<file path="src/rtl/core/jse_pkg.sv">
`timescale 1ns / 1ps
// ----------------------------------------------------------------------------
// jse_pkg
// shared types, character codes and helpers of the json string escaper
// ----------------------------------------------------------------------------
package jse_pkg;

    localparam int FIFO_DEPTH_DEF = 4;

    localparam logic [6:0] CH_BSLASH = 7'h5c;
    localparam logic [6:0] CH_U      = 7'h75;
    localparam logic [6:0] CH_B      = 7'h62;
    localparam logic [6:0] CH_T      = 7'h74;
    localparam logic [6:0] CH_N      = 7'h6e;
    localparam logic [6:0] CH_F      = 7'h66;
    localparam logic [6:0] CH_R      = 7'h72;
    localparam logic [6:0] CH_QUOTE  = 7'h22;
    localparam logic [6:0] CH_SPACE  = 7'h20;
    localparam logic [6:0] CH_BANG   = 7'h21;
    localparam logic [6:0] CH_ZERO   = 7'h30;
    localparam logic [6:0] CH_LOW_A  = 7'h61;

    localparam logic [15:0] SURR_HI   = 16'hd800;
    localparam logic [15:0] SURR_LO   = 16'hdc00;
    localparam logic [20:0] SURR_BASE = 21'h010000;
    localparam logic [20:0] CODE_MAX  = 21'h10ffff;

    typedef enum logic [1:0] {
        CMD_CHAR = 2'd0,   // one literal character
        CMD_ESC  = 2'd1,   // backslash then one character
        CMD_U16  = 2'd2,   // one \uxxxx
        CMD_PAIR = 2'd3    // two \uxxxx
    } cmd_kind_t;

    typedef struct packed {
        cmd_kind_t   kind;
        logic [6:0]  ch;
        logic [15:0] v1;
        logic [15:0] v2;
    } cmd_t;

    function automatic logic [3:0] cmd_len(input cmd_kind_t kind);
        logic [3:0] len;
        case (kind)
            CMD_CHAR: len = 4'd1;
            CMD_ESC:  len = 4'd2;
            CMD_U16:  len = 4'd6;
            CMD_PAIR: len = 4'd12;
            default:  len = 4'd1;
        endcase
        return len;
    endfunction

    function automatic logic [6:0] hex_char(input logic [3:0] nib);
        logic [6:0] c;
        if (nib < 4'd10)
            c = CH_ZERO + {3'b000, nib};
        else
            c = CH_LOW_A + {3'b000, nib} - 7'd10;
        return c;
    endfunction

endpackage

</file>
<file path="src/rtl/core/jse_front.sv">
`timescale 1ns / 1ps
// ----------------------------------------------------------------------------
// jse_front
// accepts utf-8 bytes, tracks multibyte sequences and queues escape commands
// ----------------------------------------------------------------------------
module jse_front
    import jse_pkg::*;
(
    input  logic       clk,
    input  logic       rst_n,
    input  logic       in_valid,
    output logic       in_stall,
    input  logic [7:0] in_byte,
    input  logic       string_end,
    input  logic       fifo_full,
    output logic       push,
    output cmd_t       push_cmd
);

    logic [1:0]  pending_reg;
    logic [1:0]  pending_next;
    logic [20:0] accum_reg;
    logic [20:0] accum_next;
    logic        accept;
    logic [20:0] cont_code;
    logic [20:0] surr_d;

    assign in_stall  = fifo_full;
    assign accept    = in_valid && !in_stall;
    assign cont_code = {accum_reg[14:0], in_byte[5:0]};
    assign surr_d    = cont_code - SURR_BASE;

    always_comb
    begin
        pending_next = pending_reg;
        accum_next   = accum_reg;
        push         = 1'b0;
        push_cmd     = '0;
        if (accept)
        begin
            if (pending_reg == 2'd0)
            begin
                case (in_byte) inside
                    [8'h00:8'h22]:
                    begin
                        push = 1'b1;
                        push_cmd.kind = CMD_ESC;
                        case (in_byte)
                            8'h08: push_cmd.ch = CH_B;
                            8'h09: push_cmd.ch = CH_T;
                            8'h0a: push_cmd.ch = CH_N;
                            8'h0c: push_cmd.ch = CH_F;
                            8'h0d: push_cmd.ch = CH_R;
                            8'h22: push_cmd.ch = CH_QUOTE;
                            8'h20:
                            begin
                                push_cmd.kind = CMD_CHAR;
                                push_cmd.ch   = CH_SPACE;
                            end
                            8'h21:
                            begin
                                push_cmd.kind = CMD_CHAR;
                                push_cmd.ch   = CH_BANG;
                            end
                            default:
                            begin
                                push_cmd.kind = CMD_U16;
                                push_cmd.v1   = {8'h00, in_byte};
                            end
                        endcase
                    end
                    8'h5c:
                    begin
                        push          = 1'b1;
                        push_cmd.kind = CMD_ESC;
                        push_cmd.ch   = CH_BSLASH;
                    end
                    [8'h23:8'h7e]:
                    begin
                        push          = 1'b1;
                        push_cmd.kind = CMD_CHAR;
                        push_cmd.ch   = in_byte[6:0];
                    end
                    [8'hc0:8'hdf]:
                    begin
                        pending_next = 2'd1;
                        accum_next   = {16'h0000, in_byte[4:0]};
                    end
                    [8'he0:8'hef]:
                    begin
                        pending_next = 2'd2;
                        accum_next   = {17'h00000, in_byte[3:0]};
                    end
                    [8'hf0:8'hf7]:
                    begin
                        pending_next = 2'd3;
                        accum_next   = {18'h00000, in_byte[2:0]};
                    end
                    default:
                    begin
                        // invalid lead
                        push          = 1'b1;
                        push_cmd.kind = CMD_U16;
                    end
                endcase
            end
            else if (in_byte[7:6] == 2'b10)
            begin
                pending_next = pending_reg - 2'd1;
                accum_next   = cont_code;
                if (pending_reg == 2'd1)
                begin
                    accum_next = '0;
                    if (cont_code[20:16] == 5'd0)
                    begin
                        push          = 1'b1;
                        push_cmd.kind = CMD_U16;
                        push_cmd.v1   = cont_code[15:0];
                    end
                    else if (cont_code <= CODE_MAX)
                    begin
                        push          = 1'b1;
                        push_cmd.kind = CMD_PAIR;
                        push_cmd.v1   = SURR_HI | {6'b000000, surr_d[19:10]};
                        push_cmd.v2   = SURR_LO | {6'b000000, surr_d[9:0]};
                    end
                end
            end
            else
            begin
                // broken sequence
                push          = 1'b1;
                push_cmd.kind = CMD_U16;
                pending_next  = 2'd0;
                accum_next    = '0;
            end
            if (string_end)
            begin
                pending_next = 2'd0;
                accum_next   = '0;
            end
        end
    end

    always_ff @(posedge clk or negedge rst_n)
    begin
        if (!rst_n)
        begin
            pending_reg <= 2'd0;
            accum_reg   <= '0;
        end
        else
        begin
            pending_reg <= pending_next;
            accum_reg   <= accum_next;
        end
    end

    a_idle_clear: assert property (@(posedge clk) disable iff (!rst_n)
        pending_reg == 2'd0 |-> accum_reg == 21'd0)
        else $error("accumulator not clear with no sequence pending");

    a_three_left: assert property (@(posedge clk) disable iff (!rst_n)
        pending_reg == 2'd3 |-> accum_reg[20:3] == 18'd0)
        else $error("accumulator too wide with three bytes pending");

    a_two_left: assert property (@(posedge clk) disable iff (!rst_n)
        pending_reg == 2'd2 |-> accum_reg[20:9] == 12'd0)
        else $error("accumulator too wide with two bytes pending");

    a_push_room: assert property (@(posedge clk) disable iff (!rst_n)
        push |-> !fifo_full)
        else $error("command queued into a full queue");

endmodule

</file>
<file path="src/rtl/core/jse_fifo.sv">
`timescale 1ns / 1ps
// ----------------------------------------------------------------------------
// jse_fifo
// short command queue between the decoder and the character emitter
// ----------------------------------------------------------------------------
module jse_fifo
    import jse_pkg::*;
#(
    parameter int DEPTH = FIFO_DEPTH_DEF
)
(
    input  logic clk,
    input  logic rst_n,
    input  logic push,
    input  cmd_t push_cmd,
    output logic full,
    input  logic pop,
    output logic rd_valid,
    output cmd_t rd_cmd
);

    localparam int PTR_W = (DEPTH > 1) ? $clog2(DEPTH) : 1;
    localparam int CNT_W = $clog2(DEPTH + 1);
    localparam logic [PTR_W-1:0] PTR_LAST = PTR_W'(DEPTH - 1);
    localparam logic [CNT_W-1:0] CNT_FULL = CNT_W'(DEPTH);

    cmd_t             mem_reg [DEPTH];
    logic [PTR_W-1:0] wr_ptr_reg;
    logic [PTR_W-1:0] wr_ptr_next;
    logic [PTR_W-1:0] rd_ptr_reg;
    logic [PTR_W-1:0] rd_ptr_next;
    logic [CNT_W-1:0] count_reg;
    logic [CNT_W-1:0] count_next;

    assign full     = (count_reg == CNT_FULL);
    assign rd_valid = (count_reg != '0);
    assign rd_cmd   = mem_reg[rd_ptr_reg];

    always_comb
    begin
        wr_ptr_next = wr_ptr_reg;
        rd_ptr_next = rd_ptr_reg;
        count_next  = count_reg;
        if (push)
            wr_ptr_next = (wr_ptr_reg == PTR_LAST) ? '0 : wr_ptr_reg + 1'b1;
        if (pop)
            rd_ptr_next = (rd_ptr_reg == PTR_LAST) ? '0 : rd_ptr_reg + 1'b1;
        if (push && !pop)
            count_next = count_reg + 1'b1;
        else if (pop && !push)
            count_next = count_reg - 1'b1;
    end

    always_ff @(posedge clk or negedge rst_n)
    begin
        if (!rst_n)
        begin
            wr_ptr_reg <= '0;
            rd_ptr_reg <= '0;
            count_reg  <= '0;
        end
        else
        begin
            wr_ptr_reg <= wr_ptr_next;
            rd_ptr_reg <= rd_ptr_next;
            count_reg  <= count_next;
        end
    end

    always_ff @(posedge clk)
    begin
        if (push)
            mem_reg[wr_ptr_reg] <= push_cmd;
    end

    a_count_bound: assert property (@(posedge clk) disable iff (!rst_n)
        count_reg <= CNT_FULL)
        else $error("queue count beyond depth");

    a_no_underflow: assert property (@(posedge clk) disable iff (!rst_n)
        pop |-> rd_valid)
        else $error("pop from empty queue");

    a_count_grow: assert property (@(posedge clk) disable iff (!rst_n)
        push && !pop |=> count_reg == $past(count_reg) + 1'b1)
        else $error("queue count did not follow a push");

endmodule

</file>
<file path="src/rtl/core/jse_back.sv">
`timescale 1ns / 1ps
// ----------------------------------------------------------------------------
// jse_back
// expands queued commands into output characters, one per cycle while out_stall is low
// ----------------------------------------------------------------------------
module jse_back
    import jse_pkg::*;
(
    input  logic       clk,
    input  logic       rst_n,
    input  logic       rd_valid,
    input  cmd_t       rd_cmd,
    output logic       pop,
    output logic       out_valid,
    input  logic       out_stall,
    output logic [6:0] out_char,
    output logic       run_last
);

    cmd_t       cur_reg;
    cmd_t       cur_next;
    logic       cur_valid_reg;
    logic       cur_valid_next;
    logic [3:0] idx_reg;
    logic [3:0] idx_next;
    logic       out_valid_reg;
    logic       out_valid_next;
    logic [6:0] out_char_reg;
    logic [6:0] out_char_next;
    logic       run_last_reg;
    logic       run_last_next;

    logic        can_load;
    logic        is_last;
    logic [6:0]  gen_char;
    logic        second_half;
    logic [3:0]  sub_idx;
    logic [15:0] half_val;

    assign can_load    = !out_valid_reg || !out_stall;
    assign is_last     = (idx_reg == cmd_len(cur_reg.kind) - 4'd1);
    assign second_half = (idx_reg >= 4'd6);
    assign sub_idx     = second_half ? idx_reg - 4'd6 : idx_reg;
    assign half_val    = second_half ? cur_reg.v2 : cur_reg.v1;

    always_comb
    begin
        gen_char = CH_BSLASH;
        case (cur_reg.kind)
            CMD_CHAR: gen_char = cur_reg.ch;
            CMD_ESC:  gen_char = (idx_reg == 4'd0) ? CH_BSLASH : cur_reg.ch;
            default:
            begin
                case (sub_idx)
                    4'd0:    gen_char = CH_BSLASH;
                    4'd1:    gen_char = CH_U;
                    4'd2:    gen_char = hex_char(half_val[15:12]);
                    4'd3:    gen_char = hex_char(half_val[11:8]);
                    4'd4:    gen_char = hex_char(half_val[7:4]);
                    default: gen_char = hex_char(half_val[3:0]);
                endcase
            end
        endcase
    end

    // refill the command slot when it is empty, or in the same cycle its last character leaves
    assign pop = rd_valid && (!cur_valid_reg || (can_load && is_last));

    always_comb
    begin
        cur_next       = cur_reg;
        cur_valid_next = cur_valid_reg;
        idx_next       = idx_reg;
        out_valid_next = out_valid_reg;
        out_char_next  = out_char_reg;
        run_last_next  = run_last_reg;
        if (can_load)
        begin
            out_valid_next = cur_valid_reg;
            out_char_next  = gen_char;
            run_last_next  = is_last;
            if (cur_valid_reg)
            begin
                if (is_last)
                    cur_valid_next = 1'b0;
                else
                    idx_next = idx_reg + 4'd1;
            end
        end
        if (pop)
        begin
            cur_next       = rd_cmd;
            cur_valid_next = 1'b1;
            idx_next       = 4'd0;
        end
    end

    always_ff @(posedge clk or negedge rst_n)
    begin
        if (!rst_n)
        begin
            cur_valid_reg <= 1'b0;
            idx_reg       <= 4'd0;
            out_valid_reg <= 1'b0;
        end
        else
        begin
            cur_valid_reg <= cur_valid_next;
            idx_reg       <= idx_next;
            out_valid_reg <= out_valid_next;
        end
    end

    always_ff @(posedge clk)
    begin
        cur_reg      <= cur_next;
        out_char_reg <= out_char_next;
        run_last_reg <= run_last_next;
    end

    assign out_valid = out_valid_reg;
    assign out_char  = out_char_reg;
    assign run_last  = run_last_reg;

    a_idx_range: assert property (@(posedge clk) disable iff (!rst_n)
        cur_valid_reg |-> idx_reg < cmd_len(cur_reg.kind))
        else $error("character index past end of command");

    a_run_continues: assert property (@(posedge clk) disable iff (!rst_n)
        out_valid_reg && !out_stall && !run_last_reg |=> out_valid_reg)
        else $error("gap inside the characters of one item");

    a_pop_slot: assert property (@(posedge clk) disable iff (!rst_n)
        pop && cur_valid_reg |-> can_load && is_last)
        else $error("command slot overwritten before finishing");

endmodule

</file>
<file path="src/rtl/core/json_string_escaper.sv">
`timescale 1ns / 1ps
// ----------------------------------------------------------------------------
// json_string_escaper
// utf-8 bytes in, json escaped ascii characters out
//
//  channel   direction  handshake              payload
//  input     in         in_valid / in_stall    in_byte[7:0], string_end
//  output    out        out_valid / out_stall  out_char[6:0], run_last
//
// an input item is taken each cycle while the command queue has room
// one output character leaves per cycle while out_stall is low; an item gives 0 to 12 of them
// a byte goes through the queue, the command slot and the output register
// out_stall backs up the emitter, then the queue, then in_stall
// reset clears the decode state, the queue and the output register
// ----------------------------------------------------------------------------
module json_string_escaper
    import jse_pkg::*;
#(
    parameter int FIFO_DEPTH = FIFO_DEPTH_DEF
)
(
    input  logic       clk,
    input  logic       rst_n,
    input  logic       in_valid,
    output logic       in_stall,
    input  logic [7:0] in_byte,
    input  logic       string_end,
    output logic       out_valid,
    input  logic       out_stall,
    output logic [6:0] out_char,
    output logic       run_last
);

    logic fifo_full;
    logic push;
    cmd_t push_cmd;
    logic pop;
    logic rd_valid;
    cmd_t rd_cmd;

    jse_front u_front (
        .clk        (clk),
        .rst_n      (rst_n),
        .in_valid   (in_valid),
        .in_stall   (in_stall),
        .in_byte    (in_byte),
        .string_end (string_end),
        .fifo_full  (fifo_full),
        .push       (push),
        .push_cmd   (push_cmd)
    );

    jse_fifo #(
        .DEPTH (FIFO_DEPTH)
    ) u_fifo (
        .clk      (clk),
        .rst_n    (rst_n),
        .push     (push),
        .push_cmd (push_cmd),
        .full     (fifo_full),
        .pop      (pop),
        .rd_valid (rd_valid),
        .rd_cmd   (rd_cmd)
    );

    jse_back u_back (
        .clk       (clk),
        .rst_n     (rst_n),
        .rd_valid  (rd_valid),
        .rd_cmd    (rd_cmd),
        .pop       (pop),
        .out_valid (out_valid),
        .out_stall (out_stall),
        .out_char  (out_char),
        .run_last  (run_last)
    );

endmodule

</file>
<file path="config.mk">
export PLATFORM = sky130hd
export DESIGN_NAME = json_string_escaper
export DESIGN_NICKNAME = d
export VERILOG_FILES = /design/src/rtl/core/jse_pkg.sv /design/src/rtl/core/jse_front.sv /design/src/rtl/core/jse_fifo.sv /design/src/rtl/core/jse_back.sv /design/src/rtl/core/json_string_escaper.sv
export SDC_FILE = /design/constraint.sdc
export NUM_CORES = 1
export LEC_CHECK = 0
export BUFFER_PORTS_ARGS = -buffer_cell sky130_fd_sc_hd__buf_2
export CORE_ASPECT_RATIO = 0.75
export CORE_MARGIN = 1.5
export CORE_UTILIZATION = 33
export DETAILED_ROUTE_END_ITERATION = 8
export PLACE_DENSITY_LB_ADDON = 0.1
export SYNTH_ARGS = -nofsm -noshare
export SYNTH_HDL_FRONTEND = slang
export SYNTH_SLANG_ARGS = --single-unit
</file>
<file path="constraint.sdc">
create_clock -name clk -period 3.5 [get_ports clk]
set_input_delay 0.35 -clock clk [delete_from_list [all_inputs] [get_ports clk]]
set_output_delay 0.35 -clock clk [all_outputs]
set_load 0.005 [all_outputs]
</file>
==> implementation parameters, run 1 <==
Parameter                              Value

Yosys
  Synthesized area per cell    13.9 µm²
  Number of synthesized register bits    218
  Most instantiated cells after synthesis    188 x sky130_fd_sc_hd__edfxtp_1, 67 x sky130_fd_sc_hd__nand2_1, 41 x sky130_fd_sc_hd__o21ai_0, 37 x sky130_fd_sc_hd__nor2_1, 36 x sky130_fd_sc_hd__mux4_2
  Biggest area consumer among synthesized cells    sky130_fd_sc_hd__edfxtp_1
  Cell area after technology mapping    0.0101 mm²
  Synth Flop Type    sky130_fd_sc_hd__edfxtp_1
  Async set or reset register ratio after synthesis    13.8%
  Cells after synthesis    722
  Yosys cell types    72
  Sequential share of the synthesized area    63.6%
  Number of flops mapped to enable cells by yosys    188
  Post-synth net total    753
  Warning count from the yosys run    0
  Top-area cell type share of the netlist area    56.1%
  Top cells by area in the synthesized netlist    sky130_fd_sc_hd__edfxtp_1 56%, sky130_fd_sc_hd__mux4_2 8.1%, sky130_fd_sc_hd__dfrtp_1 7.5%
  Most used standard cell by instance count after synthesis    sky130_fd_sc_hd__edfxtp_1

CTS
  Clock latency of the later-clocked register in the worst-skew pair    0.52 ns
  Post-CTS setup-driven buffer insertion count    0
  Clock-pin slew on the worst setup and hold paths    0.06 ns
  Sink count of the clock tree    218
  Longest Clk Path Bufs    3
  Number of buffers created by CTS    24
  Total number of H-tree levels    1
  CTS tree    done
  CTS Root Cell    sky130_fd_sc_hd__clkbuf_16

Drt
  Post-DR wirelength/cell    20.6 µm
  First-pass iteration count of the detailed router    5
  Via count    6,111
  Count of nets left with antenna violations after detail routing    0
  Via density    5.23
  Wirelength, routed    24.1 mm
  DRC errors left    0
  Number of design-rule violations left by the first detailed-router iteration    512

Floorplanning
  Ports placed on the boundary    23
  Area of the core    0.0301 mm²
  Vert. Die Dim    154 µm
  Number of cell rows    55
  Floorplan die width    205 µm
  Area enclosed by the die boundary    0.0316 mm²
  Effective utilization at floorplan    33.5%

Global routing
  Vias in the first global route    6,217
  GRT met2 Usage    23.6%
  Total track usage    15.9%
  Antenna violations before repair    3
  Most crowded layer after global routing    met1
  Pin count of the biggest net entering global routing    39
  Met1 track utilization from global routing    24.2%
  Global-route track usage on met3    2.57%
  Wire length of the first global-routing pass    37.8 mm
  Grt total ovfl    0

Cells and area
  Layout overhead on the synthesized area    14.0%
  Fillers    2,833
  Register area    0.00640 mm²
  Diodes inserted    0
  Net count reported at finish    785
  Combined area of the multi-input logic cells    0.00345 mm²
  Flip-flop count of the largest register, all copies and words added    144
  Layout cell share with drive strength beyond 1    18.5%

Timing
  Unrepaired setup endpoints after global routing    false
  Final critical-path required period    3.13 ns
  Pins Over Slew Limit    0
  Pin slew with the least headroom to its limit    1.14 ns
  Maximum clock skew at final layout    0.00949 ns
  Worst relative slew slack    24.2%
  Sum of negative setup slack    0 ns
  Highest achievable clock rate    0.320 GHz
  Final Hold Vio Count    0
  Final-report setup violation count    0
  Final period util    89.3%

Worst setup path
  Required time worst endpoint    3.85 ns
  Cell with the biggest individual delay on the critical path    sky130_fd_sc_hd__dfrtp_1
  Crit-path cells    ha_1 -> o21a_1 -> nor2_2 -> buf_6 -> mux2i_1 -> ha_1 -> nand2_1 -> nor3b_1 -> a211oi_1 -> a31oi_1 -> a221oi_1 -> a311oi_1
  Endpoint kind of the worst setup timing path    register
  Number of buffer and inverter stages on the critical path    1
  Crit. path cell count    12
  Cell repeated most along the worst path    sky130_fd_sc_hd__ha_1
  Category of the critical setup timing path    reg2reg
  Data arrival, critical path    3.47 ns
  Highest fanout seen on the critical path    26
  Largest delay share family, worst path    compound AO/OA/AOI/OAI gates
  Delay of the slowest cell on the worst path    0.51 ns
  R2r worst-path depth    12
  Nature of the critical path startpoint    register

Pwr
  Power density over the cells    750 mW/mm²
  Leak    3.89 nW
  Final Power    8.61 mW
  Max VDD drop    366 µV

Placed design
  Placer Congestion    0.842
  Count of input and output buffers    22
  Placed wire-length estimate    16.5 mm

Flow run
  Maxcap violations    0

Outcome
  Outcome    finished, final reports clean

Hold path
  Hold path cells    2
  Worst min-delay path category    in2reg
[worst paths after layout]
| check | start | endpoint | slack, ns |
|---|---|---|---|
| setup / recovery | u_back.idx_reg[1] | u_back.out_char[2] | 0.37 |
| min in group asynchronous | rst_n | u_front.pending_reg[0] | 0.47 |
| setup reg to reg | u_back.idx_reg[1] | u_back.out_char[2] | 0.37 |
| max in group asynchronous | rst_n | u_fifo.rd_ptr_reg[0] | 2.45 |
| hold reg to reg | u_front.pending_reg[1] | u_front.pending_reg[1] | 0.49 |
| hold / removal | string_end | u_front.pending_reg[1] | 0.13 |
[placed cells by master (no fill, tap or decap), types with 6 or more instances in the layout]
cell and instances:
sky130_fd_sc_hd__clkbuf_16 25, sky130_fd_sc_hd__nand4_1 9, sky130_fd_sc_hd__nand2_1 67, sky130_fd_sc_hd__ha_1 17
sky130_fd_sc_hd__nor2_1 36, sky130_fd_sc_hd__nor3b_1 7, sky130_fd_sc_hd__nor3_1 16, sky130_fd_sc_hd__mux4_2 36
sky130_fd_sc_hd__a21oi_1 30, sky130_fd_sc_hd__o21ai_0 41, sky130_fd_sc_hd__o21a_1 7, sky130_fd_sc_hd__mux2i_1 12
sky130_fd_sc_hd__and2_1 13, sky130_fd_sc_hd__mux2_2 6, sky130_fd_sc_hd__buf_4 17, sky130_fd_sc_hd__o211ai_1 6
sky130_fd_sc_hd__xnor2_1 8, sky130_fd_sc_hd__buf_2 22, sky130_fd_sc_hd__xor2_1 6, sky130_fd_sc_hd__nand2b_1 10
sky130_fd_sc_hd__nor2b_1 10, sky130_fd_sc_hd__nand3_1 16, sky130_fd_sc_hd__dfrtp_1 29, sky130_fd_sc_hd__a31oi_1 8
sky130_fd_sc_hd__edfxtp_1 188, sky130_fd_sc_hd__inv_1 19
[layer usage]
layer / up-vias / wire length [µm]
li1: 2847 / -
met1: 3092 / 12100
met2: 144 / 10600
met3: 28 / 1050
met4: 0 / 382
met5: - / 0
[logic make-up (layout without fill, tap and decap cells)]
family          Yosys count  in the layout  synth area share (%)
simple gates            217            217                  11.2
xor+xnor                 14             14                  1.22
flops                   218            218                  63.6
compound gates          142            142                  9.44
mux                      54             54                  9.92
fa+ha+maj                18             18                  2.31
buf+inv                  59            106                  2.40
[through the flow]
stage	hold slack, ns	instances	setup WS (ns)	area, µm²	utilization [%]
after floorplan	0.0544	722	0.0183	10100	-
after global placement	0.470	1126	0.403	10700	35.7
after detailed placement	0.480	1126	0.343	10700	35.7
after CTS	0.118	1168	0.321	11500	38.2
after global routing	0.135	1168	0.0802	11500	38.2
final	0.134	1168	0.373	11500	38.2
[timing repair]
item,4_1_cts,5_1_grt
endpoints found under the hold margin,30,0
gates resized for setup,0,1
endpoints found under the setup margin,0,1
hold buffers,1,0
[power breakdown]
| part | internal (mW) | total, mW | switching, mW |
|---|---|---|---|
| combinational | 1.09 | 2.64 | 1.55 |
| clock | 1.34 | 2.31 | 0.976 |
| sequential | 3.42 | 3.65 | 0.239 |
[cell type report]
class	count	area share, %
well taps	399	4.35
clock inverters	9	0.403
clock buffers	32	5.85
flip-flops and latches	218	55.7
multi-input cells	445	30.0
inverters	20	0.654
repair buffers	45	2.95
Power figures use the tool's default switching activity.
==> inputs of run 2 (changes only) <==
Settings changed: BUFFER_PORTS_ARGS -buffer_cell sky130_fd_sc_hd__buf_2 to -buffer_cell sky130_fd_sc_hd__clkbuf_2.
==> implementation parameters, run 2 (synthesis gave the netlist of run 1 again) <==
Parameter                              Value

Cells and area
  Net count reported at finish    783
  Diodes inserted    0
  Most frequent cells in the layout    188 x sky130_fd_sc_hd__edfxtp_1, 67 x sky130_fd_sc_hd__nand2_1, 41 x sky130_fd_sc_hd__o21ai_0, 36 x sky130_fd_sc_hd__mux4_2, 36 x sky130_fd_sc_hd__nor2_1
  Cell Count, Final, Fillers Out    1,169
  Post-layout instance area    0.0116 mm²
  Layout cell share with drive strength beyond 1    19.1%
  Flip-flop count of the largest register, all copies and words added    144
  Commonest non-fill, non-tap cell in the layout    sky130_fd_sc_hd__edfxtp_1
  Layout overhead on the synthesized area    15.2%

CTS
  CTS Root Cell    sky130_fd_sc_hd__clkbuf_16
  Number of buffers created by CTS    24
  CTS tree    done
  Clock-pin slew on the worst setup and hold paths    0.06 ns
  Sink count of the clock tree    218
  Clock latency of the later-clocked register in the worst-skew pair    0.53 ns
  Total number of H-tree levels    1
  Longest Clk Path Bufs    3

Worst setup path
  Nature of the critical path startpoint    register
  Delay of the slowest cell on the worst path    0.52 ns
  Number of buffer and inverter stages on the critical path    1
  Cell repeated most along the worst path    sky130_fd_sc_hd__ha_1
  Cell with the biggest individual delay on the critical path    sky130_fd_sc_hd__dfrtp_1
  Endpoint kind of the worst setup timing path    register
  Largest delay share family, worst path    compound AO/OA/AOI/OAI gates
  Data arrival, critical path    3.48 ns
  Required time worst endpoint    3.83 ns
  Crit-path cells    ha_1 -> o21a_1 -> nor2_4 -> buf_4 -> mux2i_1 -> ha_1 -> nand2_1 -> nor3b_1 -> a211oi_1 -> a31oi_1 -> a221oi_1 -> a311oi_1
  Highest fanout seen on the critical path    18
  Category of the critical setup timing path    reg2reg

Global routing
  Wire length of the first global-routing pass    36.9 mm
  Grt total ovfl    0
  Total track usage    15.5%
  Vias in the first global route    6,067
  Pin count of the biggest net entering global routing    40
  Antenna violations before repair    0

Drt
  First-pass iteration count of the detailed router    5
  Number of design-rule violations left by the first detailed-router iteration    466
  DRC errors left    0
  Post-DR wirelength/cell    20.4 µm
  Via count    6,144
  Wirelength, routed    23.9 mm
  Via density    5.26
  Count of nets left with antenna violations after detail routing    0

Pwr
  Part of the total power dissipated in the clock network    29.6%
  Comb power frac    30.0%
  Final Power    8.97 mW
  Net switching component of the power    2.83 mW
  Leak    3.95 nW
  Power density over the cells    773 mW/mm²
  Max VDD drop    453 µV
  Reg power frac    40.5%
  Internal power consumption    6.13 mW
  Switch share    31.6%

Floorplanning
  Ports placed on the boundary    23
  Number of cell rows    55
  Area of the core    0.0301 mm²
  Area enclosed by the die boundary    0.0316 mm²
  Effective utilization at floorplan    33.5%
  Vert. Die Dim    154 µm
  Floorplan die width    205 µm

Timing
  Final Hold Vio Count    0
  Worst relative slew slack    26.3%
  Highest achievable clock rate    0.318 GHz
  Maximum clock skew at final layout    0.0148 ns
  Final period util    90.0%
  Sum of negative setup slack    0 ns
  Unrepaired setup endpoints after global routing    false
  Worst hold slack    0.141 ns
  Final-report setup violation count    0
  Final critical-path required period    3.15 ns
  Pin slew with the least headroom to its limit    1.11 ns
  Pins Over Slew Limit    0

Outcome
  Outcome    finished, final reports clean

Flow run
  Maxcap violations    0

Placed design
  Number of placed cells counting well taps    1,124
  Count of input and output buffers    22
  Placer Congestion    0.860
  Placement Cell Area    0.0107 mm²
  Placed wire-length estimate    16.3 mm

Hold path
  Worst min-delay path category    in2reg
[run 2: changes by cell type in the layout (fill, tap and decap cells not counted), sizes merged]
cell	previous run	this run
clkinvlp	3	2
buf	44	20
clkinv	6	4
inv	20	21
clkbuf	32	56
bufinv	0	3
[run 2: layout make-up]
| type | count | area [µm²] |
|---|---|---|
| clock buffers | 34 | 701 |
| repair buffers | 43 | 333 |
| fillers | 2816 | 18500 |
| multi-input cells | 445 | 3450 |
| inverters | 20 | 75.1 |
| clock inverters | 10 | 134 |
| flip-flops and latches | 218 | 6400 |
| well taps | 399 | 499 |
[run 2: what timing repair did]
action / 4_1_cts / 5_1_grt
gates resized for setup: 0 / 1
buffers inserted: 0 / 0
hold buffers: 1 / 0
setup endpoints to repair: 0 / 1
hold endpoints to repair: 30 / 0
[run 2: power by group through the flow]
stage | clock [mW] | combinational, mW | sequential, mW
after global routing | 2.83 | 2.97 | 3.68
after CTS | 2.73 | 2.74 | 3.63
after floorplan | 0 | 1.87 | 3.60
after global placement | 0 | 2.69 | 3.66
after detailed placement | 0 | 2.73 | 3.69
final | 2.65 | 2.69 | 3.63
[run 2: per-layer routing]
metal,vias to the layer above,global-route usage (%),routed length (µm)
met1,3119,23.8,12200
met4,0,3.68,453
met5,-,0,0
met3,32,2.74,1010
li1,2846,-,-
met2,147,22.7,10300
[run 2: path summary, 6_finish.rpt]
| kind | start | slack [ns] | endpoint | depth (start not counted) |
|---|---|---|---|---|
| worst max-delay path | u_back.idx_reg[1] | 0.35 | u_back.out_char[2] | 12 |
| worst min-delay path | string_end | 0.14 | u_front.pending_reg[1] | 2 |
| worst max register to register | u_back.idx_reg[1] | 0.35 | u_back.out_char[2] | 12 |
| worst min register to register | u_front.pending_reg[1] | 0.49 | u_front.pending_reg[1] | 2 |
| max in group asynchronous | rst_n | 2.37 | u_fifo.rd_ptr_reg[0] | 2 |
| min in group asynchronous | rst_n | 0.48 | u_front.pending_reg[1] | 2 |
[run 2: through the flow]
step / util (%) / setup slack, ns
3_5_place_dp: 35.7 / 0.299
2_1_floorplan: - / 0.0183
3_3_place_gp: 35.7 / 0.477
5_1_grt: 38.5 / 0.0321
6_report: 38.5 / 0.351
4_1_cts: 38.5 / 0.271
==> inputs of run 3 (changes only) <==
Settings changed: CORE_ASPECT_RATIO 0.75 to default, CTS_CLUSTER_DIAMETER from default to 60.
==> implementation parameters, run 3 (synthesis gave the netlist of run 1 again) <==
Parameter                              Value

Outcome
  Outcome    finished, final reports clean

Worst setup path
  Delay of the slowest cell on the worst path    0.36 ns
  Endpoint kind of the worst setup timing path    register
  Required time worst endpoint    3.84 ns
  Category of the critical setup timing path    reg2reg
  Crit-path cells    inv_1 -> ha_1 -> o21a_1 -> nor2_2 -> buf_4 -> mux2i_1 -> ha_1 -> nand2_1 -> nor3b_1 -> a211oi_1 -> a31oi_1 -> a221oi_1 -> a311oi_1
  Cell with the biggest individual delay on the critical path    sky130_fd_sc_hd__buf_4
  Endpoint of the most critical register-to-register path    u_back.out_char[2]
  Nature of the critical path startpoint    register
  Worst reg-to-reg setup slack    0.42 ns
  R2r worst-path depth    13
  Highest fanout seen on the critical path    27
  Data arrival, critical path    3.42 ns
  Cell repeated most along the worst path    sky130_fd_sc_hd__ha_1
  Reg-to-reg startpoint    u_back.idx_reg[0]

Floorplanning
  Area enclosed by the die boundary    0.0316 mm²
  Floorplan die width    178 µm
  Area of the core    0.0298 mm²
  Effective utilization at floorplan    33.8%
  Vert. Die Dim    178 µm
  Ports placed on the boundary    23
  Number of cell rows    63

Timing
  Pins Over Slew Limit    0
  Sum of negative setup slack    0 ns
  Unrepaired setup endpoints after global routing    false
  Final-report setup violation count    0
  Worst path setup slack after routing    0.420 ns
  Worst relative slew slack    31.4%
  Pin slew with the least headroom to its limit    1.03 ns
  Highest achievable clock rate    0.325 GHz
  Final Hold Vio Count    0
  Final critical-path required period    3.08 ns
  Final period util    88.0%
  Maximum clock skew at final layout    0.0292 ns

Placed design
  Placer Congestion    0.777
  Pre-CTS setup slack    0.318 ns
  Placed wire-length estimate    15.6 mm
  Count of input and output buffers    22

Pwr
  Leak    4.00 nW
  Power density over the cells    773 mW/mm²
  Max VDD drop    327 µV

Drt
  First-pass iteration count of the detailed router    4
  Wirelength, routed    23.2 mm
  Via count    6,070
  DRC errors left    0
  Via density    5.19
  Number of design-rule violations left by the first detailed-router iteration    389
  Post-DR wirelength/cell    19.9 µm
  Count of nets left with antenna violations after detail routing    0

CTS
  Sink count of the clock tree    218
  Post-CTS setup-driven buffer insertion count    0
  Clock latency of the later-clocked register in the worst-skew pair    0.54 ns
  CTS tree    done
  Total number of H-tree levels    1
  Clock-pin slew on the worst setup and hold paths    0.06 ns
  Longest Clk Path Bufs    3
  CTS Root Cell    sky130_fd_sc_hd__clkbuf_16
  Number of buffers created by CTS    28

Hold path
  End of the worst hold path    u_front.accum_reg[4]
  Hold_sp    string_end
  Worst min-delay path category    in2reg
  Hold path cells    2

Cells and area
  Layout cell share with drive strength beyond 1    19.9%
  Net count reported at finish    788
  Most frequent cells in the layout    188 x sky130_fd_sc_hd__edfxtp_1, 67 x sky130_fd_sc_hd__nand2_1, 41 x sky130_fd_sc_hd__o21ai_0, 36 x sky130_fd_sc_hd__mux4_2, 36 x sky130_fd_sc_hd__nor2_1
  Diodes inserted    0
  Flip-flop count of the largest register, all copies and words added    144
  Commonest non-fill, non-tap cell in the layout    sky130_fd_sc_hd__edfxtp_1
  Layout overhead on the synthesized area    15.8%

Flow run
  Maxcap violations    0

Global routing
  Pin count of the biggest net entering global routing    39
  Wire length of the first global-routing pass    36.7 mm
  Vias in the first global route    6,252
  Total track usage    15.3%
  Grt total ovfl    0
  Antenna violations before repair    0
run 3: where the power goes:
part | total [mW] | internal (mW) | switching, mW
Sequential | 3.67 | 3.42 | 0.252
Combinational | 2.59 | 1.10 | 1.49
Clock | 2.75 | 1.65 | 1.10
Total | 9.01 | 6.17 | 2.84
run 3: critical path: cells and delay by family (launching register included):
family,cells,cell delay (ns)
AO/OA/AOI/OAI,5,0.84
AND/OR/NAND/NOR,3,0.54
adder cells (fa/ha/maj),2,0.48
buffers and inverters,2,0.46
flip-flops,1,0.34
multiplexers,1,0.24
run 3: per-stage QoR:
step | std cells | cell area, µm² | hold slack, ns | total power [mW] | util, %
finish | 1169 | 11700 | 0.126 | 9.01 | 39.1
global route | 1169 | 11700 | 0.135 | 9.56 | 39.1
CTS | 1169 | 11700 | 0.0985 | 9.17 | 39.1
detailed placement | 1116 | 10700 | 0.482 | 6.37 | 36.0
global placement | 1116 | 10700 | 0.468 | 6.32 | 36.0
floorplan | 722 | 10100 | 0.0544 | 5.47 | -
run 3: timing repair:
action,in CTS,in global routing
resized for setup,0,0
hold buffers,1,0
hold endpoints to repair,30,0
run 3: worst max path at each step:
stage | from | endpoint | slack (ns)
CTS | u_back.idx_reg[0] | u_back.out_char[2] | 0.41
finish | u_back.idx_reg[0] | u_back.out_char[2] | 0.42
detailed placement | in_byte[0] | u_fifo.count_reg[2] | 0.32
global placement | in_byte[0] | u_fifo.count_reg[2] | 0.39
floorplan | u_back.idx_reg[0] | u_back.out_char[2] | 0.02
global route | u_back.idx_reg[0] | u_back.out_char[2] | 0.15
run 3: final cells by class:
class,count,area (µm²)
fill,2832,18100
inverter,20,75.1
sequential,218,6400
multi-input combinational,445,3450
clock inverter,19,181
timing repair buffer,44,340
tap,390,488
clock buffer,33,729
run 3: layer usage:
metal | routed length [µm] | share of wire [%] | track usage (%) | up-vias
met4 | 441 | 1.9 | 3.92 | 0
li1 | - | - | - | 2865
met1 | 11200 | 48 | 21.4 | 3062
met2 | 10900 | 47 | 25.0 | 107
met3 | 680 | 2.9 | 2.19 | 36
met5 | 0 | 0 | 0 | -
